### config.mk
export PLATFORM = sky130hd
export DESIGN_NAME = patterned_clipped_line_stepper
export DESIGN_NICKNAME = d
export VERILOG_FILES = /design/src/rtl/core/pcls_pkg.sv /design/src/rtl/core/pcls_muldiv.sv /design/src/rtl/core/patterned_clipped_line_stepper.sv
export SDC_FILE = /design/constraint.sdc
export NUM_CORES = 2
export LEC_CHECK = 0
export ABC_AREA = 1
export BUFFER_PORTS_ARGS = -buffer_cell sky130_fd_sc_hd__buf_2
export CAP_MARGIN = 20
export CORE_MARGIN = 2
export CORE_UTILIZATION = 40
export DETAILED_ROUTE_END_ITERATION = 7
export GPL_ROUTABILITY_DRIVEN = 0
export MAX_ROUTING_LAYER = met4
export SLEW_MARGIN = 20
export SYNTH_ARGS = -nofsm -noshare
export SYNTH_HDL_FRONTEND = slang
export SYNTH_SLANG_ARGS = --single-unit
### constraint.sdc
create_clock -name i_clk -period 7.9 [get_ports i_clk]
set_input_delay 1.185 -clock i_clk [delete_from_list [all_inputs] [get_ports i_clk]]
set_output_delay 1.185 -clock i_clk [all_outputs]
set_load 0.02 [all_outputs]
### src/rtl/core/pcls_pkg.sv
// ----------------------------------------------------------------------------
// pcls_pkg: shared types and constants of the patterned clipped line stepper
// Holds widths, command and outcode names, and the request and response
// bundles between the sequencer and the shared multiply-divide unit.
// ----------------------------------------------------------------------------
package pcls_pkg;

    // Widths of the beat fields
    localparam int IN_W   = 16;
    localparam int PIXW   = 12;
    localparam int PATW   = 16;
    localparam int PIDXW  = 4;

    // Bresenham state widths
    localparam int DELW   = PIXW + 1;
    localparam int ERRW   = PIXW + 2;

    // Clip arithmetic: coordinates, operands, product
    localparam int CW     = 20;
    localparam int OPW    = CW + 1;
    localparam int PRW    = 2 * OPW;
    localparam int CNTW   = 6;

    // Commands
    localparam logic CMD_START = 1'b0;
    localparam logic CMD_TICK  = 1'b1;

    // Outcode bits
    localparam logic [3:0] OC_LEFT   = 4'b0001;
    localparam logic [3:0] OC_RIGHT  = 4'b0010;
    localparam logic [3:0] OC_BELOW  = 4'b0100;
    localparam logic [3:0] OC_ABOVE  = 4'b1000;
    localparam logic [3:0] OC_NONE   = 4'b0000;
    localparam logic [3:0] OC_Y_MASK = OC_BELOW | OC_ABOVE;

    typedef struct packed {
        logic                  start;
        logic signed [OPW-1:0] fa;
        logic signed [OPW-1:0] fb;
        logic signed [OPW-1:0] den;
    } t_md_req;

    typedef struct packed {
        logic                  done;
        logic signed [OPW-1:0] quot;
    } t_md_rsp;

endpackage

### src/rtl/core/pcls_muldiv.sv
// ----------------------------------------------------------------------------
// pcls_muldiv: shared multiply then divide unit
// Computes (fa * fb) / den truncated toward zero, one quotient bit a cycle
// by restoring division; a zero divisor gives zero.
// ----------------------------------------------------------------------------
module pcls_muldiv (
    input  logic               i_clk,
    input  logic               i_rst_n,
    input  pcls_pkg::t_md_req  i_req,
    output pcls_pkg::t_md_rsp  o_rsp
);

    typedef enum logic [4:0] {
        MD_IDLE = 5'b00001,
        MD_MUL  = 5'b00010,
        MD_ABS  = 5'b00100,
        MD_DIV  = 5'b01000,
        MD_FIX  = 5'b10000
    } t_md_state;

    t_md_state                            r_state, n_state;
    logic signed [pcls_pkg::OPW-1:0]      r_fa, r_fb;
    logic        [pcls_pkg::OPW-1:0]      r_dmag;
    logic                                 r_dneg;
    logic signed [pcls_pkg::PRW-1:0]      r_prod;
    logic        [pcls_pkg::PRW-1:0]      r_quo;
    logic        [pcls_pkg::OPW:0]        r_rem;
    logic                                 r_neg;
    logic        [pcls_pkg::CNTW-1:0]     r_cnt;

    logic signed [pcls_pkg::PRW-1:0]      w_prod;
    logic        [pcls_pkg::OPW:0]        w_rem_sh;
    logic        [pcls_pkg::OPW+1:0]      w_diff;
    logic signed [pcls_pkg::OPW-1:0]      w_qmag;

    assign w_prod   = r_fa * r_fb;
    assign w_rem_sh = {r_rem[pcls_pkg::OPW-1:0], r_quo[pcls_pkg::PRW-1]};
    assign w_diff   = {1'b0, w_rem_sh} - {2'b00, r_dmag};
    assign w_qmag   = r_quo[pcls_pkg::OPW-1:0];

    always_comb begin
        n_state = r_state;
        case (r_state)
            MD_IDLE: if (i_req.start) n_state = MD_MUL;
            MD_MUL:  n_state = MD_ABS;
            MD_ABS:  n_state = MD_DIV;
            MD_DIV:  if (r_cnt == pcls_pkg::CNTW'(pcls_pkg::PRW - 1)) n_state = MD_FIX;
            MD_FIX:  n_state = MD_IDLE;
            default: n_state = MD_IDLE;
        endcase
    end

    always_ff @(posedge i_clk) begin
        if (!i_rst_n) begin
            r_state <= MD_IDLE;
        end else begin
            r_state <= n_state;
        end
    end

    // Datapath: latch operands, multiply, take magnitudes, shift-subtract
    always_ff @(posedge i_clk) begin
        case (r_state)
            MD_IDLE: begin
                r_fa   <= i_req.fa;
                r_fb   <= i_req.fb;
                r_dneg <= i_req.den[pcls_pkg::OPW-1];
                r_dmag <= i_req.den[pcls_pkg::OPW-1] ? -i_req.den : i_req.den;
            end
            MD_MUL: begin
                r_prod <= w_prod;
            end
            MD_ABS: begin
                r_quo <= r_prod[pcls_pkg::PRW-1] ? -r_prod : r_prod;
                r_neg <= r_prod[pcls_pkg::PRW-1] ^ r_dneg;
                r_rem <= '0;
                r_cnt <= '0;
            end
            MD_DIV: begin
                r_cnt <= r_cnt + pcls_pkg::CNTW'(1);
                if (!w_diff[pcls_pkg::OPW+1]) begin
                    r_rem <= w_diff[pcls_pkg::OPW:0];
                    r_quo <= {r_quo[pcls_pkg::PRW-2:0], 1'b1};
                end else begin
                    r_rem <= w_rem_sh;
                    r_quo <= {r_quo[pcls_pkg::PRW-2:0], 1'b0};
                end
            end
            default: begin
            end
        endcase
    end

    assign o_rsp.done = (r_state == MD_FIX);
    assign o_rsp.quot = (r_dmag == '0) ? '0 : (r_neg ? -w_qmag : w_qmag);

endmodule

### src/rtl/core/patterned_clipped_line_stepper.sv
// A tick beat shows at the output the cycle after the edge that takes it.
// Ticks stream one per cycle while the output side keeps taking beats.
// A start beat passes the y check, then, if it needs clipping, the y clip divisions,
// the x check and the x clip divisions (at most four, on the shared multiply-divide
// unit), then the setup state. No beat is taken while a start is being clipped.
// Reset (synchronous, active low) leaves the block idle with no line active.
// ----------------------------------------------------------------------------
// patterned_clipped_line_stepper: clipped Bresenham line with a dash pattern
// A start beat clips two signed endpoints to the screen by outcodes and answers with
// the first pixel or a rejected beat; each tick beat on an active line advances one
// step along the major axis and answers with the next pixel and its pattern bit.
// ----------------------------------------------------------------------------
module patterned_clipped_line_stepper #(
    parameter int SCREEN_WIDTH  = 640,
    parameter int SCREEN_HEIGHT = 480
) (
    input  logic                              i_clk,
    input  logic                              i_rst_n,
    // input channel
    input  logic                              i_in_valid,
    output logic                              o_in_ready,
    input  logic                              i_command,
    input  logic signed [pcls_pkg::IN_W-1:0]  i_start_x,
    input  logic signed [pcls_pkg::IN_W-1:0]  i_start_y,
    input  logic signed [pcls_pkg::IN_W-1:0]  i_end_x,
    input  logic signed [pcls_pkg::IN_W-1:0]  i_end_y,
    input  logic        [pcls_pkg::PATW-1:0]  i_dash_pattern,
    // output channel
    output logic                              o_out_valid,
    input  logic                              i_out_ready,
    output logic        [pcls_pkg::PIXW-1:0]  o_pixel_x,
    output logic        [pcls_pkg::PIXW-1:0]  o_pixel_y,
    output logic                              o_plot,
    output logic                              o_last,
    output logic                              o_rejected
);

    localparam int CW    = pcls_pkg::CW;
    localparam int OPW   = pcls_pkg::OPW;
    localparam int PIXW  = pcls_pkg::PIXW;
    localparam int DELW  = pcls_pkg::DELW;
    localparam int ERRW  = pcls_pkg::ERRW;
    localparam int IN_W  = pcls_pkg::IN_W;

    // Clip limits: columns 0..W-1 are inside, rows 0..H-2 are inside
    localparam logic signed [CW-1:0] X_LIM  = CW'(SCREEN_WIDTH);
    localparam logic signed [CW-1:0] X_MAX  = CW'(SCREEN_WIDTH - 1);
    localparam logic signed [CW-1:0] Y_LIM  = CW'(SCREEN_HEIGHT - 1);
    localparam logic signed [CW-1:0] Y_MAX  = CW'(SCREEN_HEIGHT - 2);

    typedef enum logic [8:0] {
        ST_IDLE   = 9'b000000001,
        ST_YCHK   = 9'b000000010,
        ST_YA     = 9'b000000100,
        ST_YB     = 9'b000001000,
        ST_XCHK   = 9'b000010000,
        ST_XA     = 9'b000100000,
        ST_XB     = 9'b001000000,
        ST_SETUP  = 9'b010000000,
        ST_REJECT = 9'b100000000
    } t_state;

    function automatic logic [3:0] f_ocode(input logic signed [CW-1:0] x,
                                           input logic signed [CW-1:0] y);
        logic [3:0] c;
        c = pcls_pkg::OC_NONE;
        if (x < 0)      c = c | pcls_pkg::OC_LEFT;
        if (x >= X_LIM) c = c | pcls_pkg::OC_RIGHT;
        if (y < 0)      c = c | pcls_pkg::OC_BELOW;
        if (y >= Y_LIM) c = c | pcls_pkg::OC_ABOVE;
        return c;
    endfunction

    // ------------------------------------------------------------------
    // Registers
    // ------------------------------------------------------------------
    t_state                         r_state, n_state;
    logic                           r_issued, n_issued;

    // clip endpoints, widened so intermediate clip points never wrap
    logic signed [CW-1:0]           r_ax, n_ax, r_ay, n_ay;
    logic signed [CW-1:0]           r_bx, n_bx, r_by, n_by;

    // line stepping state
    logic [PIXW-1:0]                r_cur_x, n_cur_x, r_cur_y, n_cur_y;
    logic signed [ERRW-1:0]         r_err, n_err;
    logic [PIXW-1:0]                r_steps, n_steps;
    logic                           r_xneg, n_xneg, r_yneg, n_yneg;
    logic                           r_xmaj, n_xmaj;
    logic [DELW-1:0]                r_mnr2, n_mnr2, r_maj2, n_maj2;
    logic [pcls_pkg::PATW-1:0]      r_pat, n_pat;
    logic [pcls_pkg::PIDXW-1:0]     r_pidx, n_pidx;
    logic                           r_active, n_active;

    // output register
    logic                           r_ov, n_ov;
    logic [PIXW-1:0]                r_px, n_px, r_py, n_py;
    logic                           r_plot, n_plot, r_last, n_last, r_rej, n_rej;

    // ------------------------------------------------------------------
    // Handshake
    // ------------------------------------------------------------------
    logic w_slot, w_in_acc;

    // the output register may be reloaded when empty or being drained
    assign w_slot     = !r_ov || i_out_ready;
    assign o_in_ready = (r_state == ST_IDLE) && w_slot;
    assign w_in_acc   = i_in_valid && o_in_ready;

    // ------------------------------------------------------------------
    // Outcodes and clip targets, taken from the endpoint registers
    // ------------------------------------------------------------------
    logic [3:0]            w_ca, w_cb;
    logic                  w_clip_cond;
    logic signed [CW-1:0]  w_tgt_ya, w_tgt_yb, w_tgt_xa, w_tgt_xb;

    assign w_ca        = f_ocode(r_ax, r_ay);
    assign w_cb        = f_ocode(r_bx, r_by);
    // trivially outside when both share a side; trivially inside when both are zero
    assign w_clip_cond = ((w_ca & w_cb) == pcls_pkg::OC_NONE) &&
                         ((w_ca | w_cb) != pcls_pkg::OC_NONE);

    assign w_tgt_ya = ((w_ca & pcls_pkg::OC_ABOVE) != pcls_pkg::OC_NONE) ? Y_MAX : '0;
    assign w_tgt_yb = ((w_cb & pcls_pkg::OC_ABOVE) != pcls_pkg::OC_NONE) ? Y_MAX : '0;
    assign w_tgt_xa = (w_ca == pcls_pkg::OC_LEFT) ? '0 : X_MAX;
    assign w_tgt_xb = (w_cb == pcls_pkg::OC_LEFT) ? '0 : X_MAX;

    // sign-extended copies for operand arithmetic
    logic signed [OPW-1:0] w_ax_e, w_ay_e, w_bx_e, w_by_e;
    logic signed [OPW-1:0] w_dx_e, w_dy_e;

    assign w_ax_e = {r_ax[CW-1], r_ax};
    assign w_ay_e = {r_ay[CW-1], r_ay};
    assign w_bx_e = {r_bx[CW-1], r_bx};
    assign w_by_e = {r_by[CW-1], r_by};
    assign w_dx_e = w_bx_e - w_ax_e;
    assign w_dy_e = w_by_e - w_ay_e;

    // ------------------------------------------------------------------
    // Shared multiply-divide unit: one clip division at a time
    // ------------------------------------------------------------------
    pcls_pkg::t_md_req  w_md_req;
    pcls_pkg::t_md_rsp  w_md_rsp;
    logic signed [CW-1:0] w_quot;

    assign w_quot = w_md_rsp.quot[CW-1:0];

    always_comb begin
        w_md_req.start = 1'b0;
        w_md_req.fa    = '0;
        w_md_req.fb    = '0;
        w_md_req.den   = '0;
        case (r_state)
            ST_YA: begin
                // x shift of a while moving it onto the clip row
                w_md_req.start = !r_issued;
                w_md_req.fa    = {w_tgt_ya[CW-1], w_tgt_ya} - w_ay_e;
                w_md_req.fb    = w_dx_e;
                w_md_req.den   = w_dy_e;
            end
            ST_YB: begin
                w_md_req.start = !r_issued;
                w_md_req.fa    = {w_tgt_yb[CW-1], w_tgt_yb} - w_by_e;
                w_md_req.fb    = w_dx_e;
                w_md_req.den   = w_dy_e;
            end
            ST_XA: begin
                // y shift of a while moving it onto the clip column
                w_md_req.start = !r_issued;
                w_md_req.fa    = {w_tgt_xa[CW-1], w_tgt_xa} - w_ax_e;
                w_md_req.fb    = w_dy_e;
                w_md_req.den   = w_dx_e;
            end
            ST_XB: begin
                w_md_req.start = !r_issued;
                w_md_req.fa    = {w_tgt_xb[CW-1], w_tgt_xb} - w_bx_e;
                w_md_req.fb    = w_dy_e;
                w_md_req.den   = w_dx_e;
            end
            default: begin
            end
        endcase
    end

    pcls_muldiv u_muldiv (
        .i_clk   (i_clk),
        .i_rst_n (i_rst_n),
        .i_req   (w_md_req),
        .o_rsp   (w_md_rsp)
    );

    // ------------------------------------------------------------------
    // Line setup from the clipped endpoints (all inside the screen now)
    // ------------------------------------------------------------------
    logic [PIXW-1:0]        w_sx, w_sy, w_ex, w_ey;
    logic signed [DELW-1:0] w_ddx, w_ddy;
    logic [PIXW-1:0]        w_adx, w_ady, w_maj, w_mnr;
    logic                   w_xmaj;
    logic signed [ERRW-1:0] w_err0;

    assign w_sx   = r_ax[PIXW-1:0];
    assign w_sy   = r_ay[PIXW-1:0];
    assign w_ex   = r_bx[PIXW-1:0];
    assign w_ey   = r_by[PIXW-1:0];
    assign w_ddx  = {1'b0, w_sx} - {1'b0, w_ex};
    assign w_ddy  = {1'b0, w_sy} - {1'b0, w_ey};
    assign w_adx  = w_ddx[DELW-1] ? PIXW'(-w_ddx) : w_ddx[PIXW-1:0];
    assign w_ady  = w_ddy[DELW-1] ? PIXW'(-w_ddy) : w_ddy[PIXW-1:0];
    assign w_xmaj = w_adx > w_ady;
    assign w_maj  = w_xmaj ? w_adx : w_ady;
    assign w_mnr  = w_xmaj ? w_ady : w_adx;
    assign w_err0 = {1'b0, w_mnr, 1'b0} - {2'b00, w_maj};

    // ------------------------------------------------------------------
    // One Bresenham step
    // ------------------------------------------------------------------
    logic                        w_minor;
    logic signed [ERRW:0]        w_err_sum;
    logic [PIXW-1:0]             w_x_step, w_y_step, w_nx, w_ny, w_steps_n;
    logic [pcls_pkg::PIDXW-1:0]  w_pidx_n;
    logic                        w_act_n;

    assign w_minor   = !r_err[ERRW-1];
    assign w_err_sum = {r_err[ERRW-1], r_err} + {2'b00, r_mnr2}
                     - (w_minor ? {2'b00, r_maj2} : '0);
    assign w_x_step  = r_xneg ? r_cur_x - PIXW'(1) : r_cur_x + PIXW'(1);
    assign w_y_step  = r_yneg ? r_cur_y - PIXW'(1) : r_cur_y + PIXW'(1);
    assign w_nx      = (r_xmaj || w_minor) ? w_x_step : r_cur_x;
    assign w_ny      = (!r_xmaj || w_minor) ? w_y_step : r_cur_y;
    assign w_pidx_n  = r_pidx + pcls_pkg::PIDXW'(1);
    assign w_steps_n = r_steps - PIXW'(1);
    assign w_act_n   = (w_steps_n != '0);

    // ------------------------------------------------------------------
    // Sequencer
    // ------------------------------------------------------------------
    always_comb begin
        n_state  = r_state;
        n_issued = r_issued;
        n_ax     = r_ax;
        n_ay     = r_ay;
        n_bx     = r_bx;
        n_by     = r_by;
        n_cur_x  = r_cur_x;
        n_cur_y  = r_cur_y;
        n_err    = r_err;
        n_steps  = r_steps;
        n_xneg   = r_xneg;
        n_yneg   = r_yneg;
        n_xmaj   = r_xmaj;
        n_mnr2   = r_mnr2;
        n_maj2   = r_maj2;
        n_pat    = r_pat;
        n_pidx   = r_pidx;
        n_active = r_active;
        n_ov     = r_ov && !i_out_ready;
        n_px     = r_px;
        n_py     = r_py;
        n_plot   = r_plot;
        n_last   = r_last;
        n_rej    = r_rej;

        // hold off a second issue until the unit answers
        if (w_md_req.start) n_issued = 1'b1;

        case (r_state)
            ST_IDLE: begin
                if (w_in_acc) begin
                    if (i_command == pcls_pkg::CMD_START) begin
                        // capture endpoints and pattern, then clip
                        n_ax    = {{(CW-IN_W){i_start_x[IN_W-1]}}, i_start_x};
                        n_ay    = {{(CW-IN_W){i_start_y[IN_W-1]}}, i_start_y};
                        n_bx    = {{(CW-IN_W){i_end_x[IN_W-1]}}, i_end_x};
                        n_by    = {{(CW-IN_W){i_end_y[IN_W-1]}}, i_end_y};
                        n_pat   = i_dash_pattern;
                        n_pidx  = '0;
                        n_state = ST_YCHK;
                    end else if (!r_active) begin
                        // idle tick: answer with an empty last beat
                        n_ov   = 1'b1;
                        n_px   = '0;
                        n_py   = '0;
                        n_plot = 1'b0;
                        n_last = 1'b1;
                        n_rej  = 1'b0;
                    end else begin
                        // advance one step along the major axis
                        n_err    = w_err_sum[ERRW-1:0];
                        n_cur_x  = w_nx;
                        n_cur_y  = w_ny;
                        n_pidx   = w_pidx_n;
                        n_steps  = w_steps_n;
                        n_active = w_act_n;
                        n_ov     = 1'b1;
                        n_px     = w_nx;
                        n_py     = w_ny;
                        n_plot   = r_pat[w_pidx_n];
                        n_last   = !w_act_n;
                        n_rej    = 1'b0;
                    end
                end
            end
            ST_YCHK: begin
                if (w_clip_cond) begin
                    if ((w_ca & pcls_pkg::OC_Y_MASK) != pcls_pkg::OC_NONE) begin
                        n_state = ST_YA;
                    end else if ((w_cb & pcls_pkg::OC_Y_MASK) != pcls_pkg::OC_NONE) begin
                        n_state = ST_YB;
                    end else begin
                        n_state = ST_XCHK;
                    end
                end else if ((w_ca | w_cb) == pcls_pkg::OC_NONE) begin
                    n_state = ST_SETUP;
                end else begin
                    n_state = ST_REJECT;
                end
            end
            ST_YA: begin
                if (w_md_rsp.done) begin
                    n_ax     = r_ax + w_quot;
                    n_ay     = w_tgt_ya;
                    n_issued = 1'b0;
                    n_state  = ((w_cb & pcls_pkg::OC_Y_MASK) != pcls_pkg::OC_NONE) ?
                               ST_YB : ST_XCHK;
                end
            end
            ST_YB: begin
                if (w_md_rsp.done) begin
                    n_bx     = r_bx + w_quot;
                    n_by     = w_tgt_yb;
                    n_issued = 1'b0;
                    n_state  = ST_XCHK;
                end
            end
            ST_XCHK: begin
                // both rows are inside now; only column codes remain
                if (w_clip_cond) begin
                    if (w_ca != pcls_pkg::OC_NONE) begin
                        n_state = ST_XA;
                    end else begin
                        n_state = ST_XB;
                    end
                end else if ((w_ca | w_cb) == pcls_pkg::OC_NONE) begin
                    n_state = ST_SETUP;
                end else begin
                    n_state = ST_REJECT;
                end
            end
            ST_XA: begin
                if (w_md_rsp.done) begin
                    n_ay     = r_ay + w_quot;
                    n_ax     = w_tgt_xa;
                    n_issued = 1'b0;
                    n_state  = (w_cb != pcls_pkg::OC_NONE) ? ST_XB : ST_SETUP;
                end
            end
            ST_XB: begin
                if (w_md_rsp.done) begin
                    n_by     = r_by + w_quot;
                    n_bx     = w_tgt_xb;
                    n_issued = 1'b0;
                    n_state  = ST_SETUP;
                end
            end
            ST_SETUP: begin
                if (w_slot) begin
                    n_xneg   = !w_ddx[DELW-1];
                    n_yneg   = !w_ddy[DELW-1];
                    n_xmaj   = w_xmaj;
                    n_maj2   = {w_maj, 1'b0};
                    n_mnr2   = {w_mnr, 1'b0};
                    n_err    = w_err0;
                    n_steps  = w_maj;
                    n_cur_x  = w_sx;
                    n_cur_y  = w_sy;
                    n_active = (w_maj != '0);
                    n_ov     = 1'b1;
                    n_px     = w_sx;
                    n_py     = w_sy;
                    n_plot   = r_pat[0];
                    n_last   = (w_maj == '0);
                    n_rej    = 1'b0;
                    n_state  = ST_IDLE;
                end
            end
            ST_REJECT: begin
                if (w_slot) begin
                    n_active = 1'b0;
                    n_steps  = '0;
                    n_ov     = 1'b1;
                    n_px     = '0;
                    n_py     = '0;
                    n_plot   = 1'b0;
                    n_last   = 1'b1;
                    n_rej    = 1'b1;
                    n_state  = ST_IDLE;
                end
            end
            default: begin
                n_state = ST_IDLE;
            end
        endcase
    end

    // control state
    always_ff @(posedge i_clk) begin
        if (!i_rst_n) begin
            r_state  <= ST_IDLE;
            r_issued <= 1'b0;
            r_active <= 1'b0;
            r_ov     <= 1'b0;
        end else begin
            r_state  <= n_state;
            r_issued <= n_issued;
            r_active <= n_active;
            r_ov     <= n_ov;
        end
    end

    // payload state
    always_ff @(posedge i_clk) begin
        r_ax    <= n_ax;
        r_ay    <= n_ay;
        r_bx    <= n_bx;
        r_by    <= n_by;
        r_cur_x <= n_cur_x;
        r_cur_y <= n_cur_y;
        r_err   <= n_err;
        r_steps <= n_steps;
        r_xneg  <= n_xneg;
        r_yneg  <= n_yneg;
        r_xmaj  <= n_xmaj;
        r_mnr2  <= n_mnr2;
        r_maj2  <= n_maj2;
        r_pat   <= n_pat;
        r_pidx  <= n_pidx;
        r_px    <= n_px;
        r_py    <= n_py;
        r_plot  <= n_plot;
        r_last  <= n_last;
        r_rej   <= n_rej;
    end

    assign o_out_valid = r_ov;
    assign o_pixel_x   = r_px;
    assign o_pixel_y   = r_py;
    assign o_plot      = r_plot;
    assign o_last      = r_last;
    assign o_rejected  = r_rej;

    // ------------------------------------------------------------------
    // Assertions
    // ------------------------------------------------------------------
    a_start_clips: assert property (@(posedge i_clk) disable iff (!i_rst_n)
        (w_in_acc && (i_command == pcls_pkg::CMD_START)) |=> (r_state == ST_YCHK))
        else $error("start beat did not enter the clip check");

    a_done_issued: assert property (@(posedge i_clk) disable iff (!i_rst_n)
        w_md_rsp.done |-> r_issued)
        else $error("divide unit answered without a pending request");

    a_active_steps: assert property (@(posedge i_clk) disable iff (!i_rst_n)
        r_active |-> (r_steps != '0))
        else $error("line active with no steps left");

    a_reject_beat: assert property (@(posedge i_clk) disable iff (!i_rst_n)
        (r_ov && r_rej) |-> (r_last && !r_plot && (r_px == '0) && (r_py == '0)))
        else $error("rejected beat carries a pixel");

endmodule

Word level (Yosys, flattened, before mapping):

Cells that the tools add are included.

* add/sub/neg operators: 28
* bitwise operators: 4
* muxes and demuxes: 128
* $mul: 1
* eq/ne operators: 31
* reductions and logical operators: 43
* $lt $le $gt $ge: 10

Operators with widths (number)
* $mux 20: 19
* $mux 12: 27
* $pmux 64 s4: 1
* $pmux 20 s3: 4
* $mux 9: 12
* $pmux 12 s3: 3
* $pmux 42 s2: 1
* $add 20x20->20: 4
* $lt 20x1->1 const B: 4
* $pmux 9 s8: 1
* $mux 14: 4
* $pmux 12 s2: 2
* $mul 21x21->42: 1
* $mux 42: 1
* $neg 42->42: 1
* $pmux 21 s2: 1
* $sub 10x20->21: 2
* $sub 11x20->21: 2
* $sub 20x20->21: 2
* $ge 20x10->1 const B: 2
* $ge 20x11->1 const B: 2
* $sub 12x1->12 const B: 3
* $pmux 14 s2: 1
* $mux 1: 26
* other kinds (66): 119

* output and inout port bits: 29
* flip-flop bits (word level): 397
* input port bits: 85

Longest topological paths before layout:

* depth in word-level cells: 12
* gate-level depth with buffers: 45

Hierarchy:

From an unflattened synthesis, not the netlist that was laid out.

* cell total of the unflattened synthesis: 6626
* area, all modules: 49934.1 um^2

Modules (own cells, without submodules)
* pcls_muldiv: seq. area each 5385.2 um^2, times used 1, area an instance 27860.5 um^2, cells each 3542
* patterned_clipped_line_stepper: seq. area each 6336.1 um^2, times used 1, area an instance 22073.7 um^2, cells each 3084

Least setup slack after synthesis:

OpenSTA, ideal clock, no wires.

* path type: reg2reg
* from: register u_muldiv.r_fb[3] (netlist bit)
* to: register u_muldiv.r_prod[30] (netlist bit) (data pin)
* data arrival time: 6.421 ns
* setup slack: 1.214 ns
* clock period less this slack: 6.686 ns
* stages on the path, launching flop included: 28
* required time: 7.635 ns
* cell sequence: edfxtp_1 clkbuf_1 nand2_1 inv_1 fa_1 fa_1 inv_1 fa_1 inv_1 fa_1 inv_1 fa_1 inv_1 fa_1 inv_1 fa_1 inv_1 ha_1 a21oi_1 a21boi_0 o21ai_0 a21boi_1 o21ai_0 a21oi_1 o21ai_1 a21oi_1 o21ai_0 xor2_1

* word-level cells in the longest chain between the ends: 1

RTL lines
* from (decl): line pcls_muldiv.sv:22 `logic signed [pcls_pkg::OPW-1:0] r_fa, r_fb;`
* from (signal assigned): line pcls_muldiv.sv:66 `r_fb <= i_req.fb;`
* $mul 21x21->42: line pcls_muldiv.sv:36 `assign w_prod = r_fa * r_fb;`
* net u_muldiv.w_prod, one bit: line pcls_muldiv.sv:31 `logic signed [pcls_pkg::PRW-1:0] w_prod;`
* to (signal assigned): line pcls_muldiv.sv:71 `r_prod <= w_prod;`
* to (decl): line pcls_muldiv.sv:25 `logic signed [pcls_pkg::PRW-1:0] r_prod;`

The timed path passes the listed nets, and every way through them passes these cells.
A chain may end at the register's enable or synchronous reset.

Worst setup path after layout:

* from: register u_muldiv.r_fa[6] (netlist bit)
* to: register u_muldiv.r_prod[30] (netlist bit) (data pin)

* word-level cells in the longest chain between the ends: 1

RTL lines
* from (decl): line pcls_muldiv.sv:22
* from (signal assigned): line pcls_muldiv.sv:65 `r_fa <= i_req.fa;`
* $mul 21x21->42: line pcls_muldiv.sv:36
* net u_muldiv.w_prod, one bit: line pcls_muldiv.sv:31

The timed path passes the listed nets, and every way through them passes these cells.

==> metrics.md <==
| Metric | Value |
|---|---|
| Wire length after detailed routing | 147500 um |
| CTS tree | built |
| Largest net degree at the start of global routing | 77 |
| CTS buffer count | 50 |
| DIE AREA | 123300 um2 |
| Simple-Gate Fraction of Synth Area | 19.10% |
| RSZ-0062 raised after global routing | no |
| Initial Utilization | 40.23% |
| Area of the core | 119800 um2 |
| Min-delay src | u_muldiv.r_state[0] |
| Number of max-cap violations | 0 |
| Arr. time, crit path | 7.85 ns |
| Outcome | complete, no violations |
| Main combinational cell family by area after synthesis | adder cells |
| Initial DRC Count | 3533 |
| Endpoints failing hold | 0 |
| Asr flop ratio synth | 0% |
| Synthesis warning total | 0 |
| EDFF count, synth | 379 |
| Crit path max fanout | 12 |
| Setup TNS | 0 ns |
| Seq cells post-synth | 396 |
| Period utilisation layout | 94.81% |
| Max-slew violation count | 0 |
| Least-Margin Pin Slew | 1.209 ns |
| Post-route DRC | 0 |
| Ys flop type | edfxtp_1 |
| Startpoint Class | register |
| Antenna viol nets, final | 0 |
| Synth Instances | 6103 |
| Worst Hold End | u_muldiv.r_state[2] |
| Min-Delay Path Class | reg2reg |
| Crit Path Class | reg2reg |
| Relative slew slack | 19.43% |
| R2R Setup Slk | 0.41 ns |
| Net count after synthesis | 7038 |
| Die Height | 351.2 um |
| Die Wd | 351.2 um |
| Max Clock Skew | 0.06428 ns |
| Via count | 40718 |
| Share of layout cells above drive strength 1 | 6.845% |
| Compound-Gate Fraction of Synth Area | 10.96% |
| Detailed-router iteration count before antenna repair | 6 |
| Synth Cell Area | 48200 um2 |
| Critical Path Max Stage Delay | 0.74 ns |
| # hold bufs at CTS | 0 |
| DR WL/cell | 18.86 um |
| Setup slack after layout | 0.4098 ns |
| Seq/Total Area, Yosys | 24.32% |
| Number of global-route vias before repair | 39572 |
| Hold depth | 1 |
| Clk buf depth | 3 |
| Max Clk Rate | 133.5 MHz |
| Critical-path top delay cell | edfxtp_1 |
| GRT overflow | 0 |
| R2r endpoint | u_muldiv.r_prod[30] |
| R2R Path Start | u_muldiv.r_fa[6] |
| Min cycle time layout | 7.490 ns |
| Mean post-synth cell area | 7.899 um2 |
| Clock root cell | clkbuf_16 |
| WP data required | 8.26 ns |
| Distinct cell type count of the synthesized netlist | 70 |
| Clock Pin Slew Worst Setup and Hold Paths | 0.06 ns |
| Area grow syn2layout | 8.731% |
| First-pass GRT wire length | 226300 um |
| Final setup viols | 0 |
| Row cnt | 127 |
| Vias/cell | 5.206 |
| Synth top area share | 23.61% |
| GRT Total Usage | 24.46% |
| Setup WS pre-CTS | 0.3739 ns |
| Io pins | 114 |
| CTS H-tree lvls | 2 |
| Clock Sinks | 396 |
| Top cells by area, synth | edfxtp_1, fa_1, inv_1 |
| Post-synthesis mux area share | 0.02076% |
| Commonest cells after routing, fill and taps aside | inv_1, nand2_1, fa_1 |
| Synth Area in XOR/XNOR | 3.925% |
| Detail Placement HPWL | 119100 um |
| Input/output buffers | 113 |
| Final nets | 7107 |
| Most common cell after layout, fill and taps aside | inv_1 |
| Worst skew pair latency | 0.68 ns |
| Synth area leader | edfxtp_1 |
| Crit. End Element | register |
| R2r worst-path depth | 27 |
| Synth Area in Adders | 29.66% |
| Initial antenna violation count | 3 |
## registers in the layout (all words and copies together) (netlist names), 13 cells and up
signal,count
r_ax,20
r_ay,20
r_bx,20
r_by,20
r_err,13
r_pat,16
u_muldiv.r_dmag,21
u_muldiv.r_fa,21
u_muldiv.r_fb,21
u_muldiv.r_prod,42
u_muldiv.r_quo,42
u_muldiv.r_rem,21
## worst max path at each step
stage | depth (start not counted) | slack (ns) | startpoint | end
after floorplan | 27 | 1.21 | u_muldiv.r_fb[3] | u_muldiv.r_prod[30]
after global routing | 23 | 0.02 | u_muldiv.r_fb[1] | u_muldiv.r_prod[40]
after global placement | 30 | 0.48 | u_muldiv.r_fa[6] | u_muldiv.r_prod[41]
after CTS | 28 | 0.36 | u_muldiv.r_fb[7] | u_muldiv.r_prod[41]
after detailed placement | 30 | 0.37 | u_muldiv.r_fa[6] | u_muldiv.r_prod[41]
final | 27 | 0.41 | u_muldiv.r_fa[6] | u_muldiv.r_prod[30]
## kinds of logic after synthesis
| logic type | Yosys count |
|---|---|
| flip-flops | 396 |
| multiplexers | 1 |
| buffers and inverters | 1522 |
| AND/OR/NAND/NOR | 2184 |
| adder cells (fa/ha/maj) | 850 |
| XOR/XNOR | 216 |
| AO/OA/AOI/OAI | 934 |
## per-layer routing
metal	track usage (%)	vias to the layer above	wire length [um]	part of all wire, %
met5	-	-	0	0
met4	9.070	0	6494	4.4
met3	4.193	302	11970	8.1
met2	36.74	1637	63450	43
met1	33.10	19398	65590	44
li1	-	19381	-	-
## Yosys cell counts (74+ instances only)
master / n
ha_1: 362
o21ai_0: 368
fa_1: 488
a21oi_1: 323
nand3_1: 210
xnor2_1: 74
xor2_1: 142
clkbuf_1: 144
nand2_1: 1294
inv_1: 1319
edfxtp_1: 379
nor2_1: 416
## final cells by class
type / count / area (um2)
clock buffer: 60 / 1289
inverter: 1352 / 5077
tap: 1612 / 2017
fill: 12046 / 67400
antenna: 1 / 2.502
multi-input combinational: 4185 / 30820
clock inverter: 29 / 329.1
sequential: 396 / 11720
timing repair buffer: 187 / 1161
## timing repair
| action | CTS | global route |
|---|---|---|
| gates resized for setup | 0 | 1 |
| setup buffers | 0 | 7 |
| endpoints found under the setup margin | 0 | 3 |
## worst max-delay path: cells and delay by family, from the launching register on
family / cells / cell delay [ns]
buffers and inverters: 8 / 0.68
AND/OR/NAND/NOR: 1 / 0.08
XOR/XNOR: 1 / 0.17
AO/OA/AOI/OAI: 9 / 1.85
adder cells (fa/ha/maj): 8 / 3.68
flip-flops: 1 / 0.74
## metrics by stage
step | instance area (um2) | utilization (%) | cells | hold WS (ns)
floorplan | 48210 | - | 6103 | 0.4450
global route | 52410 | 43.75 | 7822 | 0.5298
CTS | 52320 | 43.66 | 7814 | 0.4907
detailed placement | 50700 | 42.31 | 7725 | 0.4801
finish | 52410 | 43.75 | 7822 | 0.4964
global placement | 50690 | 42.31 | 7725 | 0.4857
Power is left out: the tool's default activity adds up to more than one toggle a clock period on the data nets, which glitch-free logic cannot reach.
